===== src/hdl/assert_macros.svh =====
// Assertion macros shared by the cache RTL files.
// Depends on nothing; each file that asserts includes this header.
`ifndef ASSERT_MACROS_SVH
`define ASSERT_MACROS_SVH

// A property that must hold at every clock edge outside reset.
`define ASSERT_ALWAYS(label, clk, rst_n, prop, msg) \
    label: assert property (@(posedge clk) disable iff (!rst_n) (prop)) \
        else $error(msg);

// Same-cycle implication.
`define ASSERT_IMPLY(label, clk, rst_n, ante, cons, msg) \
    `ASSERT_ALWAYS(label, clk, rst_n, (ante) |-> (cons), msg)

// Next-cycle implication.
`define ASSERT_NEXT(label, clk, rst_n, ante, cons, msg) \
    `ASSERT_ALWAYS(label, clk, rst_n, (ante) |=> (cons), msg)

`endif


===== src/hdl/lkvc_pkg.sv =====
// Shared constants, types and codes of the LRU key-value cache.
// Used by lkvc_match, lkvc_store and the top level; depends on nothing.
`default_nettype none

package lkvc_pkg;

    localparam int ENTRIES = 16;
    localparam int DATA_W  = 32;
    localparam int CAP_W   = 5;
    localparam int IDX_W   = (ENTRIES > 1) ? $clog2(ENTRIES) : 1;
    localparam int CNT_W   = $clog2(ENTRIES + 1);
    localparam int PADDR_W = 3;

    localparam logic [CAP_W-1:0] CAP_RESET = 5'd16;

    // Register index taken from the word address.
    localparam logic REG_CAPACITY = 1'b0;

    typedef enum logic {
        FUNC_GET = 1'b0,
        FUNC_SET = 1'b1
    } func_t;

    typedef logic signed [DATA_W-1:0]       data_t;
    typedef logic [IDX_W-1:0]               rank_t;
    typedef logic [CNT_W-1:0]               count_t;
    typedef logic [ENTRIES-1:0]             slot_vec_t;
    typedef logic [ENTRIES-1:0][DATA_W-1:0] data_arr_t;
    typedef logic [ENTRIES-1:0][IDX_W-1:0]  rank_arr_t;

    localparam data_t MISS_VALUE = '1;

    // Outcome of one lookup against all entries.
    typedef struct packed {
        logic      hit;
        data_t     read_value;
        slot_vec_t target;
        count_t    thresh;
        logic      insert;
    } match_t;

    // Write command into the entry store.
    typedef struct packed {
        logic      we;
        slot_vec_t target;
        count_t    thresh;
        logic      insert;
        data_t     key;
        data_t     value;
    } write_t;

endpackage

`default_nettype wire


===== src/hdl/lkvc_match.sv =====
// Parallel key compare, victim and free-slot selection for the cache.
// Depends on lkvc_pkg; purely combinational.
`default_nettype none

module lkvc_match (
    input  wire lkvc_pkg::slot_vec_t valid,
    input  wire lkvc_pkg::data_arr_t keys,
    input  wire lkvc_pkg::data_arr_t values,
    input  wire lkvc_pkg::rank_arr_t ranks,
    input  wire lkvc_pkg::count_t    count,
    input  wire lkvc_pkg::count_t    eff_cap,
    input  wire lkvc_pkg::data_t     key,
    output lkvc_pkg::match_t         result
);
    import lkvc_pkg::*;

    slot_vec_t hit_vec;
    slot_vec_t victim_vec;
    slot_vec_t free_vec;
    data_t     hit_value;
    rank_t     hit_rank;
    logic      hit;
    logic      evict;

    // Ranks of valid entries form a permutation of 0..count-1, so the
    // least recent entry is the one whose rank equals count-1. Entries are
    // never dropped, so the valid slots are exactly 0..count-1.
    always_comb begin
        hit_value = '0;
        hit_rank  = '0;
        for (int i = 0; i < ENTRIES; i++) begin
            hit_vec[i]    = valid[i] && (keys[i] == key);
            victim_vec[i] = valid[i] && (CNT_W'(ranks[i]) == (count - CNT_W'(1)));
            free_vec[i]   = (CNT_W'(i) == count);
            hit_value     = hit_value | (values[i] & {DATA_W{hit_vec[i]}});
            hit_rank      = hit_rank | (ranks[i] & {IDX_W{hit_vec[i]}});
        end
    end

    assign hit   = |hit_vec;
    assign evict = (count >= eff_cap);

    always_comb begin
        result.hit        = hit;
        result.read_value = hit ? hit_value : MISS_VALUE;
        result.insert     = !hit && !evict;
        if (hit) begin
            result.target = hit_vec;
            result.thresh = CNT_W'(hit_rank);
        end else if (evict) begin
            result.target = victim_vec;
            result.thresh = count - CNT_W'(1);
        end else begin
            result.target = free_vec;
            result.thresh = count;
        end
    end

endmodule

`default_nettype wire


===== src/hdl/lkvc_store.sv =====
// Entry storage of the cache: valid bits, keys, values, recency ranks, count.
// Depends on lkvc_pkg and assert_macros.svh.
`default_nettype none
`include "assert_macros.svh"

module lkvc_store (
    input  wire                      aclk,
    input  wire                      aresetn,
    input  wire lkvc_pkg::write_t    wr,
    output lkvc_pkg::slot_vec_t      valid,
    output lkvc_pkg::data_arr_t      keys,
    output lkvc_pkg::data_arr_t      values,
    output lkvc_pkg::rank_arr_t      ranks,
    output lkvc_pkg::count_t         count
);
    import lkvc_pkg::*;

    slot_vec_t valid_reg, valid_next;
    data_arr_t key_reg;
    data_arr_t value_reg;
    rank_arr_t rank_reg, rank_next;
    count_t    count_reg, count_next;

    // The target becomes most recent; every other valid entry ranked below
    // the threshold ages by one.
    always_comb begin
        valid_next = valid_reg;
        rank_next  = rank_reg;
        count_next = count_reg;
        if (wr.we) begin
            for (int i = 0; i < ENTRIES; i++) begin
                if (wr.target[i]) begin
                    valid_next[i] = 1'b1;
                    rank_next[i]  = '0;
                end else if (valid_reg[i] && (CNT_W'(rank_reg[i]) < wr.thresh)) begin
                    rank_next[i] = rank_reg[i] + IDX_W'(1);
                end
            end
            if (wr.insert) begin
                count_next = count_reg + CNT_W'(1);
            end
        end
    end

    always_ff @(posedge aclk) begin
        if (!aresetn) begin
            valid_reg <= '0;
            rank_reg  <= '0;
            count_reg <= '0;
        end else begin
            valid_reg <= valid_next;
            rank_reg  <= rank_next;
            count_reg <= count_next;
        end
    end

    always_ff @(posedge aclk) begin
        for (int i = 0; i < ENTRIES; i++) begin
            if (wr.we && wr.target[i]) begin
                key_reg[i]   <= wr.key;
                value_reg[i] <= wr.value;
            end
        end
    end

    assign valid  = valid_reg;
    assign keys   = key_reg;
    assign values = value_reg;
    assign ranks  = rank_reg;
    assign count  = count_reg;

    `ASSERT_ALWAYS(a_count_bound, aclk, aresetn, count_reg <= CNT_W'(ENTRIES), "count above depth")
    `ASSERT_ALWAYS(a_count_valid, aclk, aresetn, $countones(valid_reg) == int'(count_reg), "count differs from valid bits")
    `ASSERT_NEXT(a_insert_grows, aclk, aresetn, wr.we && wr.insert, count_reg == $past(count_reg) + CNT_W'(1), "insert did not grow count")

endmodule

`default_nettype wire


===== src/hdl/lru_key_value_cache_core.sv =====
// Top level of the fully associative LRU key-value cache.
// Depends on lkvc_pkg, lkvc_match, lkvc_store and assert_macros.svh.
`default_nettype none
`include "assert_macros.svh"

// Usage
// The input stream carries one access per beat: s_tuser selects get (0) or
// set (1), s_tdata holds the key in its low word and the value to store in
// its high word. A get answers with one beat on the output stream: m_tuser
// is the found flag, m_tdata the stored value, or all ones on a miss. A set
// answers nothing; it updates a present key and makes it most recent, or
// inserts a new key and, once the count has reached the capacity, replaces
// the least recent entry.
// Timing: a beat is registered at acceptance and resolved from the input
// register by sixteen parallel key compares, with a rank update for a set;
// a get's result is then registered. One beat is taken every cycle while
// s_tready is high; the state written by one access is seen by the very next one.
// Stalls: while the result register is full and m_tready is low, a get
// waiting in the input register holds there and s_tready drops; sets keep
// flowing until a get reaches the input register.
// Reset (aresetn low, synchronous) empties the cache, clears all ranks and
// sets the capacity register to sixteen. The capacity register sits at APB
// address 0; write it only while no access is in flight.

module lru_key_value_cache_core (
    input  wire                         aclk,
    input  wire                         aresetn,
    // Input stream
    input  wire                         s_tvalid,
    output logic                        s_tready,
    input  wire  [63:0]                 s_tdata,   // [31:0] lookup_key, [63:32] store_value
    input  wire  [0:0]                  s_tuser,   // [0] func
    // Result stream
    output logic                        m_tvalid,
    input  wire                         m_tready,
    output logic [31:0]                 m_tdata,   // [31:0] read_value
    output logic [0:0]                  m_tuser,   // [0] found
    // Configuration port
    input  wire                         psel,
    input  wire                         penable,
    input  wire                         pwrite,
    input  wire  [lkvc_pkg::PADDR_W-1:0] paddr,
    input  wire  [31:0]                 pwdata,
    output logic [31:0]                 prdata,
    output logic                        pready
);
    import lkvc_pkg::*;

    // Input register
    logic      in_valid_reg, in_valid_next;
    func_t     in_func_reg;
    data_t     in_key_reg;
    data_t     in_value_reg;

    // Result register
    logic      m_tvalid_reg, m_tvalid_next;
    data_t     m_tdata_reg;
    logic      m_tuser_reg;

    // Capacity register and its clamped form
    logic [CAP_W-1:0] capacity_reg, capacity_next;
    count_t           eff_cap;

    logic      out_free;
    logic      advance;
    logic      cfg_write;
    logic      get_blocked;

    slot_vec_t valid;
    data_arr_t keys;
    data_arr_t values;
    rank_arr_t ranks;
    count_t    count;
    match_t    mres;
    write_t    wr;

    // A get needs room in the result register; a set never waits.
    assign out_free = !m_tvalid_reg || m_tready;
    assign advance  = in_valid_reg && ((in_func_reg == FUNC_SET) || out_free);
    assign s_tready = !in_valid_reg || advance;

    assign in_valid_next = s_tready ? s_tvalid : in_valid_reg;
    assign m_tvalid_next = out_free ? (advance && (in_func_reg == FUNC_GET)) : m_tvalid_reg;

    // A get is held back only by a full result register that is not drained.
    assign get_blocked = in_valid_reg && (in_func_reg == FUNC_GET) && m_tvalid_reg && !m_tready;

    // Configuration: the word index is paddr[2]; only index zero exists.
    assign pready    = 1'b1;
    assign cfg_write = psel && penable && pwrite && (paddr[2] == REG_CAPACITY);
    assign capacity_next = cfg_write ? pwdata[CAP_W-1:0] : capacity_reg;
    assign prdata    = (paddr[2] == REG_CAPACITY) ? 32'(capacity_reg) : '0;

    // A capacity of zero acts as one, and anything above the depth as the depth.
    always_comb begin
        if (capacity_reg == '0) begin
            eff_cap = CNT_W'(1);
        end else if (32'(capacity_reg) > 32'(ENTRIES)) begin
            eff_cap = CNT_W'(ENTRIES);
        end else begin
            eff_cap = CNT_W'(capacity_reg);
        end
    end

    always_ff @(posedge aclk) begin
        if (!aresetn) begin
            in_valid_reg <= 1'b0;
            m_tvalid_reg <= 1'b0;
            capacity_reg <= CAP_RESET;
        end else begin
            in_valid_reg <= in_valid_next;
            m_tvalid_reg <= m_tvalid_next;
            capacity_reg <= capacity_next;
        end
    end

    always_ff @(posedge aclk) begin
        if (s_tvalid && s_tready) begin
            in_func_reg  <= func_t'(s_tuser[0]);
            in_key_reg   <= s_tdata[31:0];
            in_value_reg <= s_tdata[63:32];
        end
        if (advance && (in_func_reg == FUNC_GET)) begin
            m_tdata_reg <= mres.read_value;
            m_tuser_reg <= mres.hit;
        end
    end

    lkvc_match u_match (
        .valid   (valid),
        .keys    (keys),
        .values  (values),
        .ranks   (ranks),
        .count   (count),
        .eff_cap (eff_cap),
        .key     (in_key_reg),
        .result  (mres)
    );

    always_comb begin
        wr.we     = advance && (in_func_reg == FUNC_SET);
        wr.target = mres.target;
        wr.thresh = mres.thresh;
        wr.insert = mres.insert;
        wr.key    = in_key_reg;
        wr.value  = in_value_reg;
    end

    lkvc_store u_store (
        .aclk    (aclk),
        .aresetn (aresetn),
        .wr      (wr),
        .valid   (valid),
        .keys    (keys),
        .values  (values),
        .ranks   (ranks),
        .count   (count)
    );

    assign m_tvalid = m_tvalid_reg;
    assign m_tdata  = m_tdata_reg;
    assign m_tuser  = m_tuser_reg;

    `ASSERT_IMPLY(a_stall_cause, aclk, aresetn, !s_tready, get_blocked, "stall without cause")
    `ASSERT_IMPLY(a_single_target, aclk, aresetn, wr.we, $onehot(mres.target), "set target")

endmodule

`default_nettype wire

===== config.mk =====
export PLATFORM = sky130hd
export DESIGN_NAME = lru_key_value_cache_core
export DESIGN_NICKNAME = d
export VERILOG_FILES = /design/src/hdl/lkvc_pkg.sv /design/src/hdl/lkvc_match.sv /design/src/hdl/lkvc_store.sv /design/src/hdl/lru_key_value_cache_core.sv
export VERILOG_INCLUDE_DIRS = /design/src /design/src/hdl
export SDC_FILE = /design/constraint.sdc
export NUM_CORES = 2
export LEC_CHECK = 0
export BUFFER_PORTS_ARGS = -buffer_cell sky130_fd_sc_hd__buf_4
export CAP_MARGIN = 10
export CORE_AREA = 2 2 315 317
export CTS_CLUSTER_SIZE = 10
export DETAILED_ROUTE_END_ITERATION = 8
export DIE_AREA = 0 0 317 319
export PLACE_DENSITY = 0.71
export SLEW_MARGIN = 20
export SYNTH_ARGS = -nofsm -noshare
export SYNTH_HDL_FRONTEND = slang
export SYNTH_SLANG_ARGS = --single-unit

===== constraint.sdc =====
create_clock -name aclk -period 6.55 [get_ports aclk]
set_input_delay 1.31 -clock aclk [delete_from_list [all_inputs] [get_ports aclk]]
set_output_delay 1.31 -clock aclk [all_outputs]
set_load 0.05 [all_outputs]

# After elaboration in Yosys (flattened, before gate mapping)
# Cells that the tools add are included.
[classes]
addsub = 18
n_lt_le_gt_ge = 18
n_eq_ne = 47
n_mux = 37
bitwise = 64
reduce_logical = 131
[ops]
columns = ["op", "n"]
rows = [
  ["AND 32 bit", 16],
  ["== test 32 bit", 16],
  ["bitwise OR 32 bit", 15],
  ["two-way mux 4 bit", 32],
  ["== test 4 x 5 -> 1 bit", 16],
  ["less-than comparator 4 x 5 -> 1 bit", 16],
  ["logical AND 1 bit", 72],
  ["AND reduction 2 bit", 33],
  ["adder 4 x 1 -> 4 bit (second input constant)", 16],
  ["AND 4 bit", 16],
  ["bitwise OR 4 bit", 15],
  ["two-way mux 21 bit", 2],
  ["== test 4 x 5 -> 1 bit (first input constant)", 8],
  ["nonzero test 2 bit", 16],
  ["== test 3 x 5 -> 1 bit (first input constant)", 4],
  ["OR reduction 16 bit", 1],
  ["two-way mux 5 bit", 3],
  ["== test 2 x 5 -> 1 bit (first input constant)", 2],
  ["logical NOT 5 bit", 2],
  ["adder 5 x 1 -> 5 bit (second input constant)", 1],
  ["== test 1 x 5 -> 1 bit (first input constant)", 1],
  ["greater-or-equal comparator 5 bit", 1],
  ["greater-than comparator 5 bit (second input constant)", 1],
  ["subtractor 5 x 1 -> 5 bit (second input constant)", 1],
  ["other kinds (3)", 9],
]
[word_totals]
ff_bits = 1214
in_bits = 107
out_inout_bits = 68
elab_cells = 388

# Depth between registers and ports, before layout
[logic_depth]
ltp_word = 23
ltp_mapped = 22
depth_no_buf = 20

# Cells and area by module
# From an unflattened synthesis, not the netlist that was laid out.
[unflattened]
cells_unflattened = 3466
area_unflattened_um2 = 51305.5
[modules_own_cells]
columns = ["module", "instances", "cells_each", "area_per_inst_um2", "seq_area_each_um2"]
rows = [
  ["lkvc_store", 1, 1703, 36729.0, 32451.1],
  ["lkvc_match", 1, 1589, 11018.1, 0.0],
  ["lru_key_value_cache_core", 1, 174, 3558.4, 3083.0],
]

# Least setup slack after synthesis
# No wires, ideal clock.
[synth_timing]
path_type = "register -> register"
from = "register in_key_reg[19]"
to = "register u_store.rank_reg, in the netlist u_store.ranks[26]"
setup_ns = 0.132
arrival_ns = 6.031
required_ns = 6.418
slack_ns = 0.386
path_stages_with_launch = 16
path_buffers = 5
synth_period_minus_slack_ns = 6.164
path_cell_list = "edfxtp_1 -> buf_4 -> buf_4 -> xnor2_1 -> and3_1 -> and4_1 -> buf_4 -> nor4_1 -> and4_4 -> buf_6 -> clkbuf_1 -> a21oi_1 -> nor2_1 -> nor2b_1 -> a32oi_1 -> a21oi_1"
[synth_via]
elab_chain_cells = 23
word_cells_on_any_way = 70
classes_between = "1 x order compare; 16 x eq/ne; 2 x mux; 31 x bitwise; 20 x reduce/logical"
[synth_rtl]
columns = ["element", "line", "source"]
rows = [
  ["start: declaration", "lru_key_value_cache_core.sv:52", "data_t in_key_reg;"],
  ["start signal: assignment", "lru_key_value_cache_core.sv:120", "in_key_reg <= s_tdata[31:0];"],
  ["== test 32 bit", "lkvc_match.sv:32", "hit_vec[i] = valid[i] && (keys[i] == key);"],
  ["logical AND 1 bit", "lkvc_match.sv:32", ""],
  ["AND 4 bit", "lkvc_match.sv:36", "hit_rank = hit_rank | (ranks[i] & {IDX_W{hit_vec[i]}});"],
  ["bitwise OR 4 bit (15 in a row)", "lkvc_match.sv:36", ""],
  ["two-way mux 21 bit *", "lkvc_match.sv:47", "if (hit) begin"],
  ["less-than comparator 4 x 5 -> 1 bit", "lkvc_store.sv:35", "end else if (valid_reg[i] && (CNT_W'(rank_reg[i]) < wr.thresh)) begin"],
  ["logical AND 1 bit", "lkvc_store.sv:35", ""],
  ["nonzero test 2 bit (no source line)", "--", ""],
  ["AND reduction 2 bit (no source line)", "--", ""],
  ["end signal: assignment", "lkvc_store.sv:52", "rank_reg <= rank_next;"],
  ["end: declaration", "lkvc_store.sv:21", "rank_arr_t rank_reg, rank_next;"],
]
# Every way passes the cells marked *; elsewhere a longest branch is shown, timed or not.
# A chain may end at the register's enable or synchronous reset.

# Final worst setup path
[layout_timing]
from = "register in_key_reg[9]"
to = "register u_store.rank_reg, in the netlist u_store.ranks[18]"
# The elaborated chain is that of the path after synthesis.

==> flow_metrics.tcl <==
set metrics [dict create \
    run_status "finished, final reports clean" \
    vias 34800 \
    grt_pass1_wl_um 217000 \
    ys_seq_area_frac 0.667 \
    drv_slew 0 \
    grt_pass1_vias 33200 \
    rrSetupSlack_ns 0.89 \
    wl_um 149000 \
    hold_viol 0 \
    fillCellCount 7109 \
    die_h_um 319 \
    cts_setup_buffers 0 \
    cp.buffers_inverters 3 \
    setup_violations 0 \
    p_clk_frac 0.428 \
    hold_path.class "reg -> reg" \
    p_sw_w 0.00362 \
    synth_top_cell_by_area "edfxtp_1" \
    period_minus_slack_ns 5.66 \
    peakVddDrop_mv 0.303 \
    pwr-share-seq 0.520 \
    portBuffers 117 \
    dp_hpwl_um 88800 \
    initial_core_util 0.546 \
    synthArstFlopShare 0 \
    combPwrFrac 0.052 \
    netlist_instances 3719 \
    crit_chain "buf_12 -> xnor2_1 -> nand4_1 -> nor3_1 -> and4_2 -> buf_4 -> a221oi_1 -> nand4_1 -> a21oi_1 -> buf_12 -> ha_1 -> nor3_1 -> o21bai_1 -> a21oi_1 -> a32oi_1 -> mux2_2 -> a21oi_1" \
    cp-end-kind "register" \
    fin_skew_ns 0.0292 \
    required_ns 7.22 \
    grt_setup_unrepaired "no" \
    worst-endpoint-arrival_ns 6.33 \
    insertion_delay_ns 0.75 \
    internal-power_w 0.0130 \
    ys_seq_elements 1214 \
    clk_path_buf_depth 3 \
    cts_tree "built" \
    tns_ns 0 \
    path_clk_slew_ns 0.06 \
    synth_edf_count 1122 \
    p_per_area_nw_per_um2 274 \
    die_w_um 317 \
    post_drt_via_cell_ratio 6.56 \
    die_area_um2 101000 \
    wl_per_cell_um 28.0 \
    slowest_stage "edfxtp_1" \
    synth_warnings 0 \
    cp-start-kind "register" \
    core_um2 97700 \
    boundaryPins 175 \
    synth_cell_type_count 83 \
    worst-setup-path-type "reg -> reg" \
    synth_area_um2 53300 \
    power_leakage_nw 18.9 \
    multi_input_area_um2 16600 \
    cts_made_buffers 142 \
    final_layout_size_suffix_gt1_frac 0.127 \
    cts_resized 0 \
    antenna_found_initial 3 \
    grtUsageTotal 0.294 \
    max_freq_mhz 177 \
    synth_area_leaders "edfxtp_1 (63%), xnor2_1 (7.8%), dfxtp_1 (3.5%)" \
    clock-root-buffer "clkbuf_16" \
    final_util 0.619 \
    synth_top_area_share 0.632 \
    final_nets 4125 \
    cts.sinks 1214 \
    num_rows 115 \
    ant_nets 0 \
    drt_pre_antenna_iters 7 \
    p_sw_frac 0.218 \
    grt_max_degree 68 \
    ys_dominant_reg_cell "edfxtp_1" \
    finalCritPeriodShare 0.864 \
    relSlewSlack 0.229 \
    syn_area_per_cell_um2 14.3 \
    drtIter0Drc 4384 \
    tightest_slew_ns 1.16 \
    place.gp.congestion 0.967 \
    htreeDepth 4 \
    path_max_fanout 33 \
    ctsHoldBuffers 0 \
    crit_top_cell "a21oi_1" \
    cap_viol_max_count 0 \
    areaGrowthSynthToFinish_pct 13.5 \
    crit_family "simple AND/OR/NAND/NOR gates" \
    drc 0 \
    critical_path.max_stage_delay_ns 0.99 \
    regArea_um2 35500 \
    gr-total-overflow 0 \
]
## kinds of logic (layout without fill, tap and decap cells)
group                    after synthesis  count (layout)  share of synthesized area
AND/OR/NAND/NOR                      934             934                      0.103
adder cells (fa/ha/maj)               59              59                     0.0138
XOR/XNOR                             551             551                     0.0905
flip-flops                          1214            1214                      0.667
multiplexers                          15              15                    0.00293
other                                  2              29                   0.000141
AO/OA/AOI/OAI                        658             658                     0.0958
buffers and inverters                286             555                     0.0269
## power groups by stage
stage / clock, W / sequential [W] / combinational [W]
2_1_floorplan: 0 / 0.00877 / 0.000553
3_3_place_gp: 0 / 0.00879 / 0.000835
3_5_place_dp: 0 / 0.00879 / 0.000854
4_1_cts: 0.00718 / 0.00863 / 0.000858
5_1_grt: 0.00751 / 0.00864 / 0.000929
6_report: 0.00710 / 0.00864 / 0.000868
## cell usage after synthesis (78+ instances only)
| master | number |
|---|---|
| edfxtp_1 | 1122 |
| xnor2_1 | 473 |
| nand4_1 | 271 |
| a22o_1 | 117 |
| a221oi_1 | 112 |
| nor2_1 | 102 |
| dfxtp_1 | 92 |
| a21oi_1 | 81 |
| inv_1 | 81 |
| nand2_1 | 80 |
| buf_4 | 78 |
| xor2_1 | 78 |
## metrics by stage
step | setup WS, ns | total power, W | area (um2) | instances | hold slack, ns
detailed placement | 0.914 | 0.00964 | 56400 | 5099 | 0.522
global placement | 1.02 | 0.00962 | 56400 | 5098 | 0.523
floorplan | 0.386 | 0.00932 | 53400 | 3745 | 0.479
global route | 0.677 | 0.0171 | 60500 | 5301 | 0.563
finish | 0.889 | 0.0166 | 60500 | 5302 | 0.529
CTS | 0.925 | 0.0167 | 60400 | 5298 | 0.536
## layer usage
layer,track usage,vias to the layer above,share of wire,wire length [um]
met5,0,-,0,0
met2,0.440,2117,0.45,67200
met1,0.428,17300,0.40,60100
met4,0.108,0,0.034,4980
li1,-,15100,-,-
met3,0.0566,323,0.11,16200
## placed cells by master (no fill, tap or decap), drive strengths merged, types with 11 or more instances in the layout
| cell | n |
|---|---|
| edfxtp | 1122 |
| xnor2 | 473 |
| buf | 273 |
| nand4 | 271 |
| clkbuf | 183 |
| a22o | 117 |
| a221oi | 112 |
| nor2 | 102 |
| dfxtp | 92 |
| a21oi | 81 |
| inv | 81 |
| nand2 | 80 |
| xor2 | 78 |
| nand2b | 74 |
| a22oi | 67 |
| and3 | 67 |
| nand3 | 62 |
| nor4 | 61 |
| ha | 59 |
| nor3 | 58 |
| a211oi | 38 |
| o21ai | 37 |
| nor2b | 30 |
| nand3b | 28 |
| conb | 28 |
| o2111ai | 26 |
| a211o | 26 |
| and4 | 26 |
| a21o | 25 |
| and2 | 19 |
| a31oi | 19 |
| clkinv | 16 |
| o21a | 15 |
| o211ai | 13 |
| mux2i | 13 |
| a32oi | 12 |
| nand4b | 11 |
## final cells by class
cell class / count / share of cell area
timing repair buffer: 273 / 0.0398
sequential: 1214 / 0.587
inverter: 83 / 0.00538
multi-input combinational: 2245 / 0.274
clock buffer: 183 / 0.0633
tap: 1287 / 0.0266
clock inverter: 16 / 0.00399
antenna: 1 / 0.0000414
## worst paths after layout
path / from / endpoint / cells after the start
hold / removal: capacity_reg[0] / capacity_reg[0] / 2
hold reg to reg: capacity_reg[0] / capacity_reg[0] / 2
setup reg to reg: in_key_reg[9] / u_store.ranks[18] / 17
setup / recovery: in_key_reg[9] / u_store.ranks[18] / 17
## worst register-to-register path, stage by stage (launching register included)
cell      delay, ns
edfxtp_1       0.99
buf_12         0.30
xnor2_1        0.18
nand4_1        0.14
nor3_1         0.57
and4_2         0.47
buf_4          0.55
a221oi_1       0.21
nand4_1        0.14
a21oi_1        0.08
buf_12         0.19
ha_1           0.29
nor3_1         0.24
o21bai_1       0.17
a21oi_1        0.11
a32oi_1        0.46
mux2_2         0.40
a21oi_1        0.11
Power figures use the tool's default switching activity.
